## config.mk

```make
export PLATFORM = sky130hd
export DESIGN_NAME = tjik_ctrl
export DESIGN_NICKNAME = d
export VERILOG_FILES = /design/src/hdl/tjik_pkg.sv /design/src/hdl/tjik_ctrl.sv
export VERILOG_INCLUDE_DIRS = /design/src /design/src/hdl
export SDC_FILE = /design/constraint.sdc
export NUM_CORES = 1
export LEC_CHECK = 0
export BUFFER_PORTS_ARGS = -buffer_cell sky130_fd_sc_hd__buf_2
export CAP_MARGIN = 10
export CORE_MARGIN = 8
export CORE_UTILIZATION = 30
export DETAILED_ROUTE_END_ITERATION = 12
export GPL_TIMING_DRIVEN = 1
export PLACE_DENSITY_LB_ADDON = 0.3
export SLEW_MARGIN = 20
export SYNTH_ARGS = -nofsm -noshare
export SYNTH_HDL_FRONTEND = slang
export SYNTH_SLANG_ARGS = --single-unit
```

## constraint.sdc

```tcl
create_clock -name clk -period 2.6 [get_ports clk]
set_clock_uncertainty 0.1 [all_clocks]
set_input_delay 0.52 -clock clk [delete_from_list [all_inputs] [get_ports clk]]
set_output_delay 0.52 -clock clk [all_outputs]
set_load 0.01 [all_outputs]
```

## src/hdl/two_link_arm_jog_inverse_kinematics_macros.svh

```systemverilog
// Assertion macros used by the arm jog inverse kinematics controller
`ifndef TWO_LINK_ARM_JOG_INVERSE_KINEMATICS_MACROS_SVH
`define TWO_LINK_ARM_JOG_INVERSE_KINEMATICS_MACROS_SVH

// same-cycle implication, sampled on clk, off during reset
`define TJIK_ASSERT_IMP(label, ante, cons, msg) \
    label: assert property (@(posedge clk) disable iff (!rst_n) (ante) |-> (cons)) \
        else $error(msg);

// next-cycle implication, sampled on clk, off during reset
`define TJIK_ASSERT_NXT(label, ante, cons, msg) \
    label: assert property (@(posedge clk) disable iff (!rst_n) (ante) |=> (cons)) \
        else $error(msg);

`endif

```

## src/hdl/tjik_pkg.sv

```systemverilog
// Types, codes, constants and the arctangent table of the arm jog block
`default_nettype none
package tjik_pkg;

    localparam int FRAC_BITS_DEF  = 28;
    localparam int CORDIC_ITER_DEF = 28;

    localparam logic [1:0] CFG_DEADBAND   = 2'd0;
    localparam logic [1:0] CFG_JOG_STEP   = 2'd1;
    localparam logic [1:0] CFG_UPPER_LINK = 2'd2;
    localparam logic [1:0] CFG_LOWER_LINK = 2'd3;

    typedef struct packed {
        logic signed [15:0] stick_x;
        logic signed [15:0] stick_y;
        logic signed [15:0] stick_base;
    } in_item_t;

    typedef struct packed {
        logic signed [15:0] base_drive;
        logic signed [31:0] shoulder_angle;
        logic signed [31:0] elbow_angle;
        logic               move_rejected;
        logic               cosine_clamped;
    } out_item_t;

    typedef enum logic [4:0] {
        OP_NONE, OP_LOAD, OP_MNX, OP_MNY, OP_MRE, OP_REJ, OP_MX, OP_MY,
        OP_ML1, OP_ML2, OP_MD, OP_NUM, OP_DSET, OP_DIV, OP_MCM, OP_SSET,
        OP_SQRT, OP_CL2, OP_CRUN, OP_MN, OP_MDC, OP_DSUM, OP_CLT, OP_CLQ,
        OP_OUT
    } op_t;

    typedef enum logic [4:0] {
        S_IDLE, S_MNX, S_MNY, S_MRE, S_REJ, S_MX, S_MY, S_ML1, S_ML2, S_MD,
        S_NUM, S_DSET, S_DIV, S_MCM, S_SSET, S_SQRT, S_CL2, S_RUN2, S_MN,
        S_MDC, S_DSUM, S_CLT, S_RUNT, S_CLQ, S_RUNQ, S_OUT
    } state_t;

    typedef struct packed {
        op_t op;
    } cmd_t;

    typedef struct packed {
        logic div_done;
        logic sqrt_done;
        logic cordic_done;
    } status_t;

    function automatic logic [31:0] atan_entry(input logic [4:0] idx);
        logic [31:0] v;
        case (idx)
            5'd0:  v = 32'd3373259426;
            5'd1:  v = 32'd1991351318;
            5'd2:  v = 32'd1052175346;
            5'd3:  v = 32'd534100635;
            5'd4:  v = 32'd268086748;
            5'd5:  v = 32'd134174063;
            5'd6:  v = 32'd67103403;
            5'd7:  v = 32'd33553749;
            5'd8:  v = 32'd16777131;
            5'd9:  v = 32'd8388597;
            5'd10: v = 32'd4194303;
            5'd11: v = 32'd2097152;
            5'd12: v = 32'd1048576;
            5'd13: v = 32'd524288;
            5'd14: v = 32'd262144;
            5'd15: v = 32'd131072;
            5'd16: v = 32'd65536;
            5'd17: v = 32'd32768;
            5'd18: v = 32'd16384;
            5'd19: v = 32'd8192;
            5'd20: v = 32'd4096;
            5'd21: v = 32'd2048;
            5'd22: v = 32'd1024;
            5'd23: v = 32'd512;
            5'd24: v = 32'd256;
            5'd25: v = 32'd128;
            5'd26: v = 32'd64;
            5'd27: v = 32'd32;
            5'd28: v = 32'd16;
            5'd29: v = 32'd8;
            5'd30: v = 32'd4;
            default: v = 32'd2;
        endcase
        return v;
    endfunction

endpackage
`default_nettype wire

```

## src/hdl/tjik_ctrl.sv

```systemverilog
// Controller: sequences the datapath operations and owns the handshakes
`default_nettype none
`include "two_link_arm_jog_inverse_kinematics_macros.svh"
module tjik_ctrl (
    input  wire logic               clk,
    input  wire logic               rst_n,
    input  wire logic               stick_valid,
    output logic                    stick_stall,
    output logic                    joint_valid,
    input  wire logic               joint_stall,
    output tjik_pkg::cmd_t          cmd,
    input  wire tjik_pkg::status_t  status
);
    import tjik_pkg::*;

    state_t state_reg, state_next;
    logic   joint_valid_reg, joint_valid_next;

    always_ff @(posedge clk or negedge rst_n)
    begin
        if (!rst_n)
        begin
            state_reg       <= S_IDLE;
            joint_valid_reg <= 1'b0;
        end
        else
        begin
            state_reg       <= state_next;
            joint_valid_reg <= joint_valid_next;
        end
    end

    always_comb
    begin
        state_next       = state_reg;
        cmd.op           = OP_NONE;
        joint_valid_next = joint_valid_reg && joint_stall;
        case (state_reg)
            S_IDLE:
            begin
                if (stick_valid)
                begin
                    cmd.op     = OP_LOAD;
                    state_next = S_MNX;
                end
            end
            S_MNX:  begin cmd.op = OP_MNX;  state_next = S_MNY; end
            S_MNY:  begin cmd.op = OP_MNY;  state_next = S_MRE; end
            S_MRE:  begin cmd.op = OP_MRE;  state_next = S_REJ; end
            S_REJ:  begin cmd.op = OP_REJ;  state_next = S_MX;  end
            S_MX:   begin cmd.op = OP_MX;   state_next = S_MY;  end
            S_MY:   begin cmd.op = OP_MY;   state_next = S_ML1; end
            S_ML1:  begin cmd.op = OP_ML1;  state_next = S_ML2; end
            S_ML2:  begin cmd.op = OP_ML2;  state_next = S_MD;  end
            S_MD:   begin cmd.op = OP_MD;   state_next = S_NUM; end
            S_NUM:  begin cmd.op = OP_NUM;  state_next = S_DSET; end
            S_DSET: begin cmd.op = OP_DSET; state_next = S_DIV; end
            S_DIV:
            begin
                cmd.op = OP_DIV;
                if (status.div_done)
                    state_next = S_MCM;
            end
            S_MCM:  begin cmd.op = OP_MCM;  state_next = S_SSET; end
            S_SSET: begin cmd.op = OP_SSET; state_next = S_SQRT; end
            S_SQRT:
            begin
                cmd.op = OP_SQRT;
                if (status.sqrt_done)
                    state_next = S_CL2;
            end
            S_CL2:  begin cmd.op = OP_CL2;  state_next = S_RUN2; end
            S_RUN2:
            begin
                cmd.op = OP_CRUN;
                if (status.cordic_done)
                    state_next = S_MN;
            end
            S_MN:   begin cmd.op = OP_MN;   state_next = S_MDC; end
            S_MDC:  begin cmd.op = OP_MDC;  state_next = S_DSUM; end
            S_DSUM: begin cmd.op = OP_DSUM; state_next = S_CLT; end
            S_CLT:  begin cmd.op = OP_CLT;  state_next = S_RUNT; end
            S_RUNT:
            begin
                cmd.op = OP_CRUN;
                if (status.cordic_done)
                    state_next = S_CLQ;
            end
            S_CLQ:  begin cmd.op = OP_CLQ;  state_next = S_RUNQ; end
            S_RUNQ:
            begin
                cmd.op = OP_CRUN;
                if (status.cordic_done)
                    state_next = S_OUT;
            end
            S_OUT:
            begin
                if (!joint_valid_reg || !joint_stall)
                begin
                    cmd.op           = OP_OUT;
                    joint_valid_next = 1'b1;
                    state_next       = S_IDLE;
                end
            end
            default: state_next = S_IDLE;
        endcase
    end

    assign stick_stall = (state_reg != S_IDLE);
    assign joint_valid = joint_valid_reg;

    `TJIK_ASSERT_IMP(a_out_free, cmd.op == OP_OUT, !joint_valid || !joint_stall, "output overwritten")
    `TJIK_ASSERT_NXT(a_out_valid, cmd.op == OP_OUT, joint_valid, "result not presented")
    `TJIK_ASSERT_NXT(a_busy_after_take, stick_valid && !stick_stall, stick_stall, "second transfer taken")
    `TJIK_ASSERT_IMP(a_load_idle, cmd.op == OP_LOAD, stick_valid && !stick_stall, "load without transfer")

endmodule
`default_nettype wire

```

==> impl_metrics.ini <==
[status]
status = finished clean

[detailed_routing]
drt_pass1_iterations = 4
drtAntennaViolNets = 0
drc_errors = 0
vias_per_cell = 5.278
drt_iter0_drc = 26
drt_wl_total_mm = 1.616
avgRoutedWirePerCell_um = 14.05
vias = 607

[yosys]
synth_most_common_cell = nand2_1
postSynthAreaPerCell_um2 = 7.886
yosysWarnings = 0
synthCells = 76
syn_area_um2 = 599.3
ys_seq_elements = 6
synth_top_area_cell = dfrtp_1
synth_common_cells = nand2_1 (10), dfrtp_1 (6), nor3_1 (6)
synth_nets = 83
synth.distinct_cells = 32
synth_area_leaders = dfrtp_1 (25%), nand2_1 (6.3%), nor3_1 (5.0%), o32ai_4 (4.6%), buf_2 (4.2%)
synth_top_area_share_pct = 25.05
synth-edff-count = 0
yosysSeqAreaShare_pct = 25.05
ys.flop_type = dfrtp_1
async_flop_share_pct = 100.0

[die]
row_count = 16
core_um2 = 1922
die_w_um = 60.70
initial_core_util_pct = 31.18
die_y_um = 60.70
die-area_um2 = 3684
io-pin-count = 14

[final_layout]
fin_area_um2 = 713.2
nets = 97
largest_reg_flops = 5
layout-drive-gt1-share_pct = 28.41
fill_cells = 226
final-instance-count-excl-fill = 115
syn_to_final_growth_pct = 19.00
diodes = 0
post-route-util_pct = 37.11

[critical_path]
crit_chain = inv_1, o21ai_1, o21ai_1, mux2_2, buf_2
crit_type = reg -> out
worstPathRequired_ns = 1.98
crit_buf_inv = 2
crit_path_start_kind = register
cpMaxStageDelayCell = dfrtp_1
worst_path_most_repeated_cell = o21ai_1
cp_top_family = flip-flops
worst-path-max-fanout = 18
slowest_delay_ns = 0.65
end_kind = primary output
cp.arrival_ns = 1.72

[timing]
rsz0062_at_grt = false
setup_viol_count_final = 0
slew_viol_final = 0
fin_crit_sh_pct = 90.07
period_needed_ns = 2.342
max_freq_mhz = 427.0
tns_ns = 0
relSlewSlack_pct = 66.67
tightest_slew_ns = 0.5000
hold_viol_final = 0

[clock_tree]
numCtsBuffers = 3
cts.htree.levels = 1
cts_tree = built
ctsHoldBuffers = 1
insertion_delay_ns = 0.24
cts-root-buf = clkbuf_4
postCtsSetupBuffers = 0
clkSinkCount = 6
post_cts_resized = 0
clk_pin_slew_ns = 0.04
clk_path_buf_depth = 2

[placed_design]
numPortBuffers = 13
dpl.hpwl_mm = 1.232
place_congestion = 0.8462
placed_cell_area_um2 = 680.7
dp_cells = 111

[power]
p_leak_nw = 0.3248
power.density_nw_per_um2 = 1232
max-vdd-ir-drop_v = 0.0006047

[global_route]
busiest_layer = met2
grtUsageMet3_pct = 2.542
overflow = 0
grt_max_degree = 19
met2_usage_pct = 15.84
antenna_found_initial = 0
grt_first_pass_wirelength_mm = 2.608
grt_use_total_pct = 9.146
grt_use_met1_pct = 10.86
grt_pass1_vias = 565

[worst_hold_path]
min_path_type = in -> reg

[flow_run]
maxCapViolations = 0
routing by layer:
layer / routed length, µm / share of wire, % / up-vias
li1: - / - / 303
met1: 750 / 46 / 287
met2: 784 / 49 / 15
met3: 65 / 4.0 / 2
met4: 15 / 0.93 / 0
met5: 0 / 0 / -
worst paths after layout:
check	from	to	slack [ns]	cells past startpoint
worst max register to register	state_reg[1]	state_reg[0]	0.78	4
worst max-delay path	state_reg[0]	cmd[3]	0.26	5
min in group asynchronous	rst_n	joint_valid	0.53	2
worst min register to register	joint_valid	joint_valid	0.47	2
max in group asynchronous	rst_n	state_reg[1]	1.73	2
worst min-delay path	joint_stall	joint_valid	0.46	3
cell type report:
cell class                 instances  area (µm²)  share of cell area [%]
multi-input combinational         59       401.6                   56.32
sequential                         6       150.1                   21.05
timing repair buffer              16       90.09                   12.63
tap                               27       33.78                   4.737
clock buffer                       3       22.52                   3.158
inverter                           4       15.01                   2.105
cell families (layout without fill, tap and decap cells):
group / count (synthesis) / count (layout) / share of synthesized area [%]
xor gates and xnor gates: 1 / 1 / 1.462
muxes: 2 / 2 / 3.549
DFF: 6 / 6 / 25.05
buffers and inverters: 11 / 23 / 7.934
AOI/OAI and AO/OA: 22 / 22 / 29.23
and+or+nand+nor: 34 / 34 / 32.78
per-stage QoR:
| step | total power [mW] | hold WS [ns] | worst slack (ns) |
|---|---|---|---|
| floorplan | 0.6414 | 0.1244 | 0.7472 |
| global placement | 0.7940 | 0.2445 | 0.5574 |
| detailed placement | 0.7981 | 0.2470 | 0.5342 |
| CTS | 0.8852 | 0.4581 | 0.2688 |
| global route | 0.9622 | 0.4789 | 0.09561 |
| finish | 0.8784 | 0.4612 | 0.2583 |
worst register-to-register path, cell delays in order, from the launching register on:
cell,delay [ns]
dfrtp_1,0.64
and4bb_1,0.29
a22o_1,0.22
nor3_2,0.26
mux2i_1,0.23
power breakdown:
group	internal, mW	total [mW]	leakage, nW	switching, mW
Sequential	0.132	0.237	0.0738	0.105
Clock	0.0519	0.0808	0.0138	0.0289
Combinational	0.255	0.561	0.237	0.306
cells in the final DEF, fill, tap and decap left out, drive strengths merged:
cell	count
a211o	1
nand4bb	1
mux2	1
dlygate4sd3	1
a2bb2oi	1
and3	3
a22o	1
o21a	1
nor3	7
and4bb	1
o2111a	1
mux2i	1
a221oi	2
o32ai	1
dfrtp	6
and3b	1
inv	4
xnor2	1
buf	15
nand2	10
or4b	1
o31a	1
a41oi	1
a21oi	4
nor2	5
nor2b	2
o21ai	8
nand2b	2
and4b	1
clkbuf	3
(Power assumes the default switching activity.)
